File: src/sv/glob_pattern_matcher_macros.svh
// ----------------------------------------------------------------------------
// glob_pattern_matcher_macros
// assertion macros for the glob pattern matcher, empty when SYNTH is defined
// ----------------------------------------------------------------------------
`ifndef GLOB_PATTERN_MATCHER_MACROS_SVH
`define GLOB_PATTERN_MATCHER_MACROS_SVH

`ifndef SYNTH

// condition in a cycle implies consequence in the same cycle
`define GPM_ASSERT_SAME(lbl, ante, cons) \
    lbl: assert property (@(posedge clk) disable iff (!rst_n) (ante) |-> (cons)) \
        else $error("glob matcher check failed");

// condition in a cycle implies consequence in the next cycle
`define GPM_ASSERT_NEXT(lbl, ante, cons) \
    lbl: assert property (@(posedge clk) disable iff (!rst_n) (ante) |=> (cons)) \
        else $error("glob matcher check failed");

`else

`define GPM_ASSERT_SAME(lbl, ante, cons)
`define GPM_ASSERT_NEXT(lbl, ante, cons)

`endif

`endif

File: src/sv/gpm_pkg.sv
// ----------------------------------------------------------------------------
// gpm_pkg
// shared constants and types of the glob pattern matcher
// ----------------------------------------------------------------------------
package gpm_pkg;

    // pattern store depth and derived widths
    localparam int TOKENS      = 32;
    localparam int POS         = TOKENS + 1;
    localparam int LEN_W       = $clog2(TOKENS + 1);
    localparam int CODE_W      = 16;
    localparam int SCAN_LEVELS = $clog2(POS);

    // special code points
    localparam logic [CODE_W-1:0] CH_NUL   = 16'h0000;
    localparam logic [CODE_W-1:0] CH_DOT   = 16'h002e;
    localparam logic [CODE_W-1:0] CH_SLASH = 16'h002f;

    // transaction operations
    typedef enum logic [1:0] {
        OP_CLEAR  = 2'd0,
        OP_APPEND = 2'd1,
        OP_CHAR   = 2'd2,
        OP_END    = 2'd3
    } op_t;

    // token kinds
    typedef enum logic [1:0] {
        KIND_LITERAL = 2'd0,
        KIND_ANY     = 2'd1,
        KIND_STAR    = 2'd2,
        KIND_CLASS   = 2'd3
    } kind_t;

    // progress of the subject towards the names "." and ".."
    typedef enum logic [1:0] {
        DOT_NONE  = 2'd0,
        DOT_ONE   = 2'd1,
        DOT_TWO   = 2'd2,
        DOT_OTHER = 2'd3
    } dot_t;

    // token as held in one cell, class range already ordered
    typedef struct packed {
        kind_t             kind;
        logic [CODE_W-1:0] lo;
        logic [CODE_W-1:0] hi;
        logic              start;
        logic              inverted;
    } token_t;

    // per-cell status towards the chain logic
    typedef struct packed {
        logic live;
        logic cont;
        logic star;
        logic inverted;
        logic hit;
    } cell_stat_t;

endpackage

File: src/sv/gpm_cell.sv
// ----------------------------------------------------------------------------
// gpm_cell
// one pattern token: holds the token and tests the current subject code point
// ----------------------------------------------------------------------------
module gpm_cell (
    input  logic                          clk,
    input  logic                          rst_n,
    input  logic                          clear,
    input  logic                          load,
    input  gpm_pkg::token_t               token,
    input  logic                          mark_live,
    input  logic [gpm_pkg::CODE_W-1:0]    code,
    output gpm_pkg::cell_stat_t           status
);
    import gpm_pkg::*;

    token_t tok_reg;
    logic   live_reg;
    logic   live_next;
    logic   raw_hit;

    // token storage, written once per append
    always_ff @(posedge clk)
    begin
        if (load)
        begin
            tok_reg <= token;
        end
    end

    // live marks a token inside the effective pattern
    always_comb
    begin
        live_next = live_reg;
        if (clear)
        begin
            live_next = 1'b0;
        end
        else if (load)
        begin
            live_next = mark_live;
        end
    end

    always_ff @(posedge clk or negedge rst_n)
    begin
        if (!rst_n)
        begin
            live_reg <= 1'b0;
        end
        else
        begin
            live_reg <= live_next;
        end
    end

    // token test against the subject code point
    always_comb
    begin
        case (tok_reg.kind)
            KIND_LITERAL: raw_hit = (tok_reg.lo == code);
            KIND_ANY:     raw_hit = 1'b1;
            KIND_STAR:    raw_hit = 1'b0;
            KIND_CLASS:   raw_hit = (tok_reg.lo <= code) && (code <= tok_reg.hi);
            default:      raw_hit = 1'b0;
        endcase
    end

    assign status.live     = live_reg;
    assign status.cont     = live_reg & ~tok_reg.start;
    assign status.star     = live_reg & (tok_reg.kind == KIND_STAR);
    assign status.inverted = live_reg & tok_reg.inverted;
    assign status.hit      = live_reg & raw_hit;

endmodule

File: src/sv/gpm_scan.sv
// ----------------------------------------------------------------------------
// gpm_scan
// segmented carry along the cell chain: chain[k] = seed[k] | pass[k] & chain[k-1]
// ----------------------------------------------------------------------------
module gpm_scan (
    input  logic [gpm_pkg::POS-1:0] seed,
    input  logic [gpm_pkg::POS-1:0] pass,
    output logic [gpm_pkg::POS-1:0] chain
);
    import gpm_pkg::*;

    logic [POS-1:0] lv_g [SCAN_LEVELS+1];
    logic [POS-1:0] lv_p [SCAN_LEVELS+1];

    // prefix tree, distance doubles at each level
    always_comb
    begin
        lv_g[0] = seed;
        lv_p[0] = pass;
        for (int l = 0; l < SCAN_LEVELS; l++)
        begin
            for (int k = 0; k < POS; k++)
            begin
                if (k >= (1 << l))
                begin
                    lv_g[l+1][k] = lv_g[l][k] | (lv_p[l][k] & lv_g[l][k - (1 << l)]);
                    lv_p[l+1][k] = lv_p[l][k] & lv_p[l][k - (1 << l)];
                end
                else
                begin
                    lv_g[l+1][k] = lv_g[l][k];
                    lv_p[l+1][k] = lv_p[l][k];
                end
            end
        end
    end

    assign chain = lv_g[SCAN_LEVELS];

endmodule

File: src/sv/glob_pattern_matcher.sv
// ----------------------------------------------------------------------------
// glob_pattern_matcher: every transaction runs an update of the position bits
// across the cell chain, then a star closure pass.
// An end-of-subject result is registered and shows in the cycle after acceptance.
// Reset (rst_n, asynchronous) empties the pattern; no clearing pass is needed.
// ----------------------------------------------------------------------------
`include "glob_pattern_matcher_macros.svh"

module glob_pattern_matcher (
    input  logic                          clk,
    input  logic                          rst_n,
    input  logic                          item_valid,
    output logic                          item_ready,
    input  logic [1:0]                    operation,
    input  logic [1:0]                    token_kind,
    input  logic [gpm_pkg::CODE_W-1:0]    code_lo,
    input  logic [gpm_pkg::CODE_W-1:0]    code_hi,
    input  logic                          opens_class,
    input  logic                          complemented,
    input  logic [gpm_pkg::CODE_W-1:0]    subject_code,
    output logic                          result_valid,
    input  logic                          result_ready,
    output logic                          matched,
    output logic                          pattern_overflowed
);
    import gpm_pkg::*;

    typedef enum logic [1:0] {
        ST_IDLE  = 2'b01,
        ST_CLOSE = 2'b10
    } state_t;

    state_t            state_reg;
    logic [POS-1:0]    active_reg;
    logic [POS-1:0]    pre_reg;
    logic [LEN_W-1:0]  length_reg;
    logic              overflow_reg;
    logic              last_class_reg;
    logic              last_inv_reg;
    logic              cut_seen_reg;
    logic              dot_first_reg;
    dot_t              dot_reg;
    logic              result_valid_reg;
    logic              matched_reg;
    logic              overflowed_reg;

    op_t               op;
    kind_t             kind_in;
    logic              take;
    logic              room;
    logic              store;
    logic              clear_cells;
    logic              is_class;
    logic              is_cut;
    logic              tok_start;
    logic              tok_inv;
    token_t            new_token;

    cell_stat_t        stat [TOKENS];
    logic [TOKENS-1:0] live_v;
    logic [TOKENS-1:0] cont_v;
    logic [TOKENS-1:0] star_v;
    logic [TOKENS-1:0] inv_v;
    logic [TOKENS-1:0] hit_v;

    logic [POS-1:0]    grp_hit;
    logic [POS-1:0]    grp_act;
    logic [POS-1:0]    closed;
    logic [TOKENS-1:0] fire;
    logic [TOKENS-1:0] last;
    logic [POS-1:0]    nxt;
    logic [POS-1:0]    end_pos;
    logic              at_end;
    logic              dot_name;
    logic              match_now;

    assign op      = op_t'(operation);
    assign kind_in = kind_t'(token_kind);

    // handshake: one transaction at a time, result register may still be full
    assign item_ready = (state_reg == ST_IDLE) && (!result_valid_reg || result_ready);
    assign take       = item_valid && item_ready;

    // token preparation for an append
    assign room        = (length_reg < LEN_W'(TOKENS));
    assign store       = take && (op == OP_APPEND) && room;
    assign clear_cells = take && (op == OP_CLEAR);
    assign is_class    = (kind_in == KIND_CLASS);
    assign is_cut      = (kind_in == KIND_LITERAL)
                         && ((code_lo == CH_SLASH) || (code_lo == CH_NUL));
    assign tok_start   = !is_class || !last_class_reg || opens_class;
    assign tok_inv     = is_class && (tok_start ? complemented : last_inv_reg);

    always_comb
    begin
        new_token.kind     = kind_in;
        new_token.lo       = code_lo;
        new_token.hi       = code_hi;
        new_token.start    = tok_start;
        new_token.inverted = tok_inv;
        if (is_class && (code_hi < code_lo))
        begin
            new_token.lo = code_hi;
            new_token.hi = code_lo;
        end
    end

    // row of token cells
    for (genvar k = 0; k < TOKENS; k++)
    begin : g_cell
        gpm_cell u_cell (
            .clk       (clk),
            .rst_n     (rst_n),
            .clear     (clear_cells),
            .load      (store && (length_reg == LEN_W'(k))),
            .token     (new_token),
            .mark_live (!cut_seen_reg && !is_cut),
            .code      (subject_code),
            .status    (stat[k])
        );
        assign live_v[k] = stat[k].live;
        assign cont_v[k] = stat[k].cont;
        assign star_v[k] = stat[k].star;
        assign inv_v[k]  = stat[k].inverted;
        assign hit_v[k]  = stat[k].hit;
    end

    // class groups: or of range hits and the opener's active bit along the group
    gpm_scan u_scan_hit (
        .seed  ({1'b0, hit_v}),
        .pass  ({1'b0, cont_v}),
        .chain (grp_hit)
    );

    gpm_scan u_scan_act (
        .seed  ({1'b0, active_reg[TOKENS-1:0]}),
        .pass  ({1'b0, cont_v}),
        .chain (grp_act)
    );

    // a group fires from its last cell into the next position
    assign fire = live_v & ~star_v & grp_act[TOKENS-1:0] & (inv_v ^ grp_hit[TOKENS-1:0]);
    assign last = live_v & ~{1'b0, cont_v[TOKENS-1:1]};
    assign nxt  = {1'b0, star_v & active_reg[TOKENS-1:0]} | {fire & last, 1'b0};

    // star closure: an active star also activates the position after it
    gpm_scan u_scan_close (
        .seed  (pre_reg),
        .pass  ({star_v, 1'b0}),
        .chain (closed)
    );

    // end position is the first cell outside the effective pattern
    assign end_pos   = ~{1'b0, live_v} & {live_v, 1'b1};
    assign at_end    = |(active_reg & end_pos);
    assign dot_name  = (dot_reg == DOT_ONE) || (dot_reg == DOT_TWO);
    assign match_now = !overflow_reg && at_end && !(dot_name && !dot_first_reg);

    // control and matcher state
    always_ff @(posedge clk or negedge rst_n)
    begin
        if (!rst_n)
        begin
            state_reg        <= ST_IDLE;
            active_reg       <= POS'(1);
            pre_reg          <= POS'(1);
            length_reg       <= '0;
            overflow_reg     <= 1'b0;
            last_class_reg   <= 1'b0;
            last_inv_reg     <= 1'b0;
            cut_seen_reg     <= 1'b0;
            dot_first_reg    <= 1'b0;
            dot_reg          <= DOT_NONE;
            result_valid_reg <= 1'b0;
        end
        else
        begin
            // two-step sequencer: update, then closure
            case (state_reg)
                ST_IDLE:
                begin
                    if (take)
                    begin
                        state_reg <= ST_CLOSE;
                        pre_reg   <= (op == OP_CHAR) ? nxt : POS'(1);
                    end
                end
                ST_CLOSE:
                begin
                    active_reg <= closed;
                    state_reg  <= ST_IDLE;
                end
                default:
                begin
                    state_reg <= ST_IDLE;
                end
            endcase

            // per-operation bookkeeping
            if (take)
            begin
                case (op)
                    OP_CLEAR:
                    begin
                        length_reg     <= '0;
                        overflow_reg   <= 1'b0;
                        last_class_reg <= 1'b0;
                        last_inv_reg   <= 1'b0;
                        cut_seen_reg   <= 1'b0;
                        dot_first_reg  <= 1'b0;
                        dot_reg        <= DOT_NONE;
                    end
                    OP_APPEND:
                    begin
                        if (room)
                        begin
                            length_reg     <= length_reg + LEN_W'(1);
                            last_class_reg <= is_class;
                            last_inv_reg   <= tok_inv;
                            cut_seen_reg   <= cut_seen_reg | is_cut;
                            if (length_reg == '0)
                            begin
                                dot_first_reg <= (kind_in == KIND_LITERAL)
                                                 && (code_lo == CH_DOT);
                            end
                        end
                        else
                        begin
                            overflow_reg <= 1'b1;
                        end
                        dot_reg <= DOT_NONE;
                    end
                    OP_CHAR:
                    begin
                        if ((subject_code == CH_DOT) && (dot_reg == DOT_NONE))
                        begin
                            dot_reg <= DOT_ONE;
                        end
                        else if ((subject_code == CH_DOT) && (dot_reg == DOT_ONE))
                        begin
                            dot_reg <= DOT_TWO;
                        end
                        else
                        begin
                            dot_reg <= DOT_OTHER;
                        end
                    end
                    OP_END:
                    begin
                        dot_reg <= DOT_NONE;
                    end
                    default:
                    begin
                        dot_reg <= dot_reg;
                    end
                endcase
            end

            // result transaction register
            if (take && (op == OP_END))
            begin
                result_valid_reg <= 1'b1;
            end
            else if (result_ready)
            begin
                result_valid_reg <= 1'b0;
            end
        end
    end

    // result payload
    always_ff @(posedge clk)
    begin
        if (take && (op == OP_END))
        begin
            matched_reg    <= match_now;
            overflowed_reg <= overflow_reg;
        end
    end

    assign result_valid       = result_valid_reg;
    assign matched            = matched_reg;
    assign pattern_overflowed = overflowed_reg;

    // checks
    `GPM_ASSERT_NEXT(a_close_one_cycle, state_reg == ST_CLOSE, state_reg == ST_IDLE)
    `GPM_ASSERT_NEXT(a_take_starts_close, take, state_reg == ST_CLOSE)
    `GPM_ASSERT_SAME(a_no_active_cont, state_reg == ST_IDLE, (active_reg[TOKENS-1:0] & cont_v) == '0)
    `GPM_ASSERT_SAME(a_overflow_no_match, result_valid_reg && overflowed_reg, !matched_reg)

endmodule
File: config.mk
export PLATFORM = sky130hd
export DESIGN_NAME = glob_pattern_matcher
export DESIGN_NICKNAME = d
export VERILOG_FILES = /design/src/sv/gpm_pkg.sv /design/src/sv/gpm_cell.sv /design/src/sv/gpm_scan.sv /design/src/sv/glob_pattern_matcher.sv
export VERILOG_INCLUDE_DIRS = /design/src /design/src/sv
export SDC_FILE = /design/constraint.sdc
export NUM_CORES = 2
export LEC_CHECK = 0
export ABC_CLOCK_PERIOD_IN_PS = 7040
export BUFFER_PORTS_ARGS = -buffer_cell sky130_fd_sc_hd__buf_4
export CORE_ASPECT_RATIO = 1.4
export CORE_UTILIZATION = 40
export CTS_BUF_LIST = sky130_fd_sc_hd__clkbuf_8
export DETAILED_ROUTE_END_ITERATION = 12
export PLACE_DENSITY = 0.63
export SYNTH_ARGS = -nofsm -noshare
export SYNTH_HDL_FRONTEND = slang
export SYNTH_SLANG_ARGS = --single-unit
export TNS_END_PERCENT = 20
File: constraint.sdc
create_clock -name clk -period 7.04 [get_ports clk]
set_clock_uncertainty 0.15 [all_clocks]
set_input_delay 1.056 -clock clk [delete_from_list [all_inputs] [get_ports clk]]
set_output_delay 1.056 -clock clk [all_outputs]
set_load 0.05 [all_outputs]
## Word level (Yosys, flattened, before mapping)

Cells that the tools add are included.

| cells by class | value |
|---|---|
| multiplexer cells | 119 |
| reductions and logical operators | 170 |
| $add $sub $neg | 1 |
| equality and inequality tests | 174 |
| $lt $le $gt $ge | 66 |
| bitwise operators | 1,159 |

Operators by type and width:

| kind | number |
|---|---|
| 16-bit less-or-equal comparator | 64 |
| 1-bit bitwise AND | 721 |
| 16-bit equality test | 32 |
| 1-bit bitwise OR | 394 |
| 32-bit bitwise AND | 6 |
| 2-bit equality test (second input constant) | 69 |
| 1-bit case mux with 4 select lines | 32 |
| 6-bit by 5-bit equality test with 1-bit output (second input constant) | 16 |
| 1-bit logical AND | 80 |
| 1-bit two-way mux | 74 |
| 2-bit by 1-bit equality test with 1-bit output (second input constant) | 35 |
| 2-bit zero test | 35 |
| 2-bit nonzero test | 34 |
| 33-bit bitwise AND | 2 |
| 16-bit by 6-bit equality test with 1-bit output (second input constant) | 3 |
| 6-bit by 4-bit equality test with 1-bit output (second input constant) | 8 |
| 33-bit two-way mux | 1 |
| 32-bit inverter with 33-bit output | 1 |
| 32-bit by 33-bit bitwise OR with 33-bit output | 1 |
| 33-bit OR reduction | 1 |
| 32-bit two-way mux | 1 |
| 31-bit inverter with 32-bit output | 1 |
| 32-bit inverter | 1 |
| 32-bit bitwise XOR | 1 |
| other kinds (22) | 76 |

| storage, ports and cells | value |
|---|---|
| bits of input ports | 58 |
| word-level logic and storage cells | 1,893 |
| flip-flop bits (word level) | 1,267 |
| output and inout port bits | 4 |

## Logic depth before layout (Yosys ltp)

| logic depth | value |
|---|---|
| depth in word-level cells | 19 |
| mapped depth | 15 |
| gate-level depth less buffers | 15 |

## Modules after synthesis

Synthesis repeated with hierarchy kept, for this count alone.

| second synthesis, totals | value |
|---|---|
| cell total of the unflattened synthesis | 6,046 |
| area total of the unflattened synthesis | 71,373.5 um^2 |

Modules (own cells, without submodules):

| module | instances | cells each | sequential area each (um^2) | area each (um^2) |
|---|---|---|---|---|
| gpm_cell | 32 | 157 | 1,106.1 | 1,974.4 |
| glob_pattern_matcher | 1 | 608 | 2,115.8 | 5,632.9 |
| gpm_scan | 3 | 138 | 0.0 | 853.3 |

## Worst setup path after synthesis

Ideal clock, no wire load.

| path | value |
|---|---|
| path type | input to register |
| start point | input result_ready |
| end point | register g_cell[14].u_cell.tok_reg[0] (netlist name) (enable) |
| data required time | 6.459 ns |
| path slack | 1.136 ns |
| stages | 10 |
| setup time | 0.431 ns |
| arrival time | 5.323 ns |
| cells stage by stage | nor2b_1 -> nor3b_1 -> and2_1 -> clkbuf_1 -> nand2b_1 -> nor2_1 -> clkbuf_1 -> nand3_1 -> clkbuf_1 -> nor2_1 |

| on the way | value |
|---|---|
| longest elaborated chain between the ends | 6 |

RTL lines:

| what | line | RTL |
|---|---|---|
| from (decl) | glob_pattern_matcher.sv:22 | `input logic result_ready,` |
| 1-bit logical OR | glob_pattern_matcher.sv:81 | `assign item_ready = (state_reg == ST_IDLE) && (!result_valid_reg \|\| result_ready);` |
| 1-bit logical AND | glob_pattern_matcher.sv:81 |  |
| via item_ready | glob_pattern_matcher.sv:13 | `output logic item_ready,` |
| 1-bit logical AND | glob_pattern_matcher.sv:82 | `assign take = item_valid && item_ready;` |
| 1-bit logical AND (2 in series) | glob_pattern_matcher.sv:86 | `assign store = take && (op == OP_APPEND) && room;` |
| 1-bit logical AND | glob_pattern_matcher.sv:115 | `.load (store && (length_reg == LEN_W'(k))),` |
| via g_cell[14].u_cell.load | gpm_cell.sv:9 | `input logic load,` |
| to (signal assigned) | gpm_cell.sv:27 | `tok_reg <= token;` |
| to (decl) | gpm_cell.sv:17 | `token_t tok_reg;` |

The timed path passes the listed nets, and every way through them passes these cells.
A chain may end at the register's enable or synchronous reset.

## Final worst setup path

| path | value |
|---|---|
| start point | input subject_code[9] (netlist name) |
| end point | register pre_reg[21] |

| on the way | value |
|---|---|
| longest elaborated chain between the ends | 18 |

RTL lines:

| what | line | RTL |
|---|---|---|
| from (decl) | glob_pattern_matcher.sv:20 | `input logic [gpm_pkg::CODE_W-1:0] subject_code,` |
| 16-bit less-or-equal comparator | gpm_cell.sv:64 | `KIND_CLASS: raw_hit = (tok_reg.lo <= code) && (code <= tok_reg.hi);` |
| 1-bit logical AND | gpm_cell.sv:64 |  |
| 1-bit case mux with 4 select lines | gpm_cell.sv:60 | `case (tok_reg.kind)` |
| 1-bit bitwise AND | gpm_cell.sv:73 | `assign status.hit = live_reg & raw_hit;` |
| 1-bit bitwise AND | gpm_scan.sv:26 | `lv_g[l+1][k] = lv_g[l][k] \| (lv_p[l][k] & lv_g[l][k - (1 << l)]);` |
| 1-bit bitwise OR | gpm_scan.sv:26 |  |
| 1-bit bitwise AND | gpm_scan.sv:26 |  |
| 1-bit bitwise OR | gpm_scan.sv:26 |  |
| [... 2 more ...] | - |  |
| 1-bit bitwise AND | gpm_scan.sv:26 |  |
| 1-bit bitwise OR | gpm_scan.sv:26 |  |
| 1-bit bitwise OR * | gpm_scan.sv:26 |  |
| 32-bit bitwise XOR * | glob_pattern_matcher.sv:142 | `assign fire = live_v & ~star_v & grp_act[TOKENS-1:0] & (inv_v ^ grp_hit[TOKENS-1:0]);` |
| 32-bit bitwise AND * | glob_pattern_matcher.sv:142 |  |
| 32-bit bitwise AND * | glob_pattern_matcher.sv:144 | `assign nxt = {1'b0, star_v & active_reg[TOKENS-1:0]} \| {fire & last, 1'b0};` |
| 32-bit by 33-bit bitwise OR with 33-bit output * | glob_pattern_matcher.sv:144 |  |
| 33-bit two-way mux * | glob_pattern_matcher.sv:185 | `pre_reg <= (op == OP_CHAR) ? nxt : POS'(1);` |
| to (signal assigned) | glob_pattern_matcher.sv:185 |  |
| to (decl) | glob_pattern_matcher.sv:35 | `logic [POS-1:0] pre_reg;` |

Mark *: on every way between the ends. The rest lies on a longest branch, timed or not.

==> impl_metrics.toml <==
[critical_path]
slowest_delay_ps = 700
cp.arrival_ps = 5670
cp.required_ps = 7660
worstReg2RegStart = "state_reg[0]"
worst-setup-path-type = "in2reg"
worstSetupStartpointType = "input port"
reg2reg_slack_ps = 2430
rr_endpoint = "g_cell[30].u_cell.tok_reg[19]"
cp-end-kind = "register"
crit_path_cell_trace = "buf_4, inv_2, ha_1, a21oi_1, nor2_1, a211oi_1, o21ai_0, nor4_1, o211ai_1, o221ai_1, o311ai_1, buf_4, nand2_1, a21boi_0, xor2_1, a32oi_1, o21ai_0"
slowest_stage = "nor4_1"
reg2regPathDepth = 8
crit_fanout = 20

[clocking]
htree_levels = 4
tritoncts = "built"
cts_sinks = 1267
worst_setup_hold_path_clk_slew_ps = 70
cts_made_buffers = 189
post_cts_buffers = 0
clock_tree.buffer_depth = 3
clock_latency_ps = 950
cts_root_buf = "clkbuf_8"

[detailed_routing]
num_vias = 47590
drt-pass1-iter-count = 6
vias_per_cell = 5.773
drt-initial-drc-count = 3909
drt-total-wl_mm = 214.7
ant_nets = 0
routedWlPerCell_um = 26.04
drc = 0

[sta]
drv_slew = 0
period_needed_ps = 5050
fin_crit_sh = 0.7174
finalSetupViolations = 0
rsz0062_at_grt = "false"
max_freq_mhz = 198.0
setup_tns_ps = 0
worst_pin_slew_ps = 1279
hold_viol = 0
relSlewSlack = 0.1455

[yosys]
syn-cell-area_um2 = 68410
ys.flop_type = "edfxtp_1"
ys.warnings.count = 0
synth_area_leaders = "edfxtp_1, ha_1, dfrtp_1"
synth_top_area_share = 0.5061
synth_cell_types = 102
synth.yosys.seq_area_share = 0.5478
syn_inst = 5505
ys_seq_elements = 1267
synthArstFlopShare = 0.08998
syn-num-nets = 6608
yosysTopAreaCell = "edfxtp_1"
postSynthAreaPerCell_um2 = 12.43
synth_edf_count = 1153

[finish]
design_area_um2 = 76360
largest_reg_flops = 1151
n_fill_cell = 15370
post_route_cells_drive_above_1_share = 0.09518
area_growth_pct = 11.61
final_nets = 6922

[place]
dpl_cell_area_um2 = 72690
dp_hpwl_mm = 151.0
place_congestion = 0.9963
io_buffers = 61

[global_routing]
grt_pass1_vias = 47840
antenna_found_initial = 8
overflow = 0
track_usage = 0.2476
grt_pass1_wl_mm = 310.2
grt_start_max_net_pins = 65

[floorplan]
die_h_um = 491.3
rows = 179
start_util = 0.4025
core_um2 = 170000
io_pins = 62
die_x_um = 351.5
die_area_um2 = 172700

[run_status]
status = "finished clean"

[power]
p_leak_nw = 31.56
power_mw = 16.00
vdd_drop_max_v = 0.0001903
power.density_nw_per_um2 = 209.5

[min_path]
holdCritPathClass = "in2async"

[flow_run]
max_cap_viol_count = 0
## logic make-up (layout without fill, tap and decap cells)
group           count (synthesis)  in the layout  share of synthesized area
buf+inv                       683           1156                    0.03775
simple gates                 1176           1176                    0.09247
other cells                     0              4                          0
flops                        1267           1267                     0.5478
mux                            45             45                   0.007352
compound gates               1255           1255                     0.1191
fa+ha+maj                    1047           1047                     0.1914
xor+xnor                       32             32                   0.004097
## power breakdown
group | total [mW] | switching (mW) | leakage, nW | internal (mW)
Sequential | 8.43 | 0.0764 | 12.0 | 8.35
Clock | 5.96 | 3.05 | 2.11 | 2.90
Combinational | 1.62 | 1.15 | 17.5 | 0.470
Total | 16.0 | 4.28 | 31.6 | 11.7
## worst max path at each step
stage,from,to,slack (ps),depth (start not counted)
detailed placement,subject_code[9],pre_reg[21],1110,17
floorplan,result_ready,g_cell[14].u_cell.tok_reg[0],1140,10
CTS,subject_code[9],pre_reg[21],2120,17
finish,subject_code[9],pre_reg[21],1990,17
global placement,subject_code[9],pre_reg[21],1070,17
global route,subject_code[8],pre_reg[31],1890,15
## metrics by stage
step | utilization | cells | worst slack [ps] | hold slack (ps)
final | 0.4492 | 8244 | 1990 | 335.0
after global routing | 0.4492 | 8243 | 1890 | 304.4
after CTS | 0.4491 | 8240 | 2116 | 264.7
after detailed placement | 0.4276 | 7889 | 1114 | 327.9
after global placement | 0.4276 | 7889 | 1072 | 319.9
after floorplan | - | 5505 | 1136 | 294.2
## metal layers
layer / global-route usage / up-vias / share of wire
li1: - / 21650 / -
met1: 0.2986 / 23730 / 0.39
met2: 0.4303 / 1712 / 0.50
met3: 0.03464 / 496 / 0.062
met4: 0.1197 / 4 / 0.051
met5: 0 / - / 0.00011
## synth_stat cells (13+ instances only)
master and instances:
a2111oi_0 18, a211o_1 14, a211oi_1 25, a21boi_0 17, a21o_1 204, a21oi_1 430
a221oi_1 16, a31oi_1 29, a32oi_1 17, and3_1 20, and4_1 18, clkbuf_1 40
dfrtp_1 111, edfxtp_1 1153, ha_1 1045, inv_1 633, mux2_2 42, nand2_1 240
nand2b_1 59, nand3_1 91, nand3b_1 13, nand4_1 244, nor2_1 189, nor2b_1 117
nor3_1 37, nor3b_1 17, nor4_1 51, o2111ai_1 14, o211ai_1 51, o21a_1 35
o21ai_0 222, o21bai_1 18, o31ai_1 14, or3_1 16, or4_1 16, xnor2_1 18
xor2_1 14
## cell type report
cell class | count | area (um^2) | area share
Antenna cell | 4 | 10.01 | 0.0001311
Clock buffer | 199 | 2739 | 0.03587
Clock inverter | 151 | 902.1 | 0.01181
Inverter | 634 | 2380 | 0.03117
Multi-Input combinational cell | 3555 | 28610 | 0.3747
Sequential cell | 1267 | 37480 | 0.4909
Tap cell | 2262 | 2830 | 0.03707
Timing Repair Buffer | 172 | 1406 | 0.01842
## layout by cell type (no fill, tap or decap), types with 58 or more instances in the layout
| cell type | Yosys | final |
|---|---|---|
| edfxtp_1 | 1153 | 1153 |
| ha_1 | 1045 | 1045 |
| inv_1 | 633 | 684 |
| a21oi_1 | 430 | 430 |
| nand4_1 | 244 | 244 |
| nand2_1 | 240 | 240 |
| o21ai_0 | 222 | 222 |
| a21o_1 | 204 | 204 |
| clkbuf_8 | 0 | 199 |
| buf_4 | 2 | 162 |
| nor2_1 | 189 | 153 |
| nor2b_1 | 117 | 117 |
| dfrtp_1 | 111 | 111 |
| nand3_1 | 91 | 91 |
| nand2b_1 | 59 | 58 |
## critical path: cells and delay by family
family,cells,cell delay [ps]
buf+inv,3,950
fa+ha+maj,1,370
compound gates,9,2040
simple gates,3,960
xor+xnor,1,240
## what timing repair did
item,CTS,global route
hold buffers,1,0
gates resized for setup,0,0
setup endpoints to repair,0,0
endpoints found under the hold margin,3,0
Power figures use the tool's default switching activity.
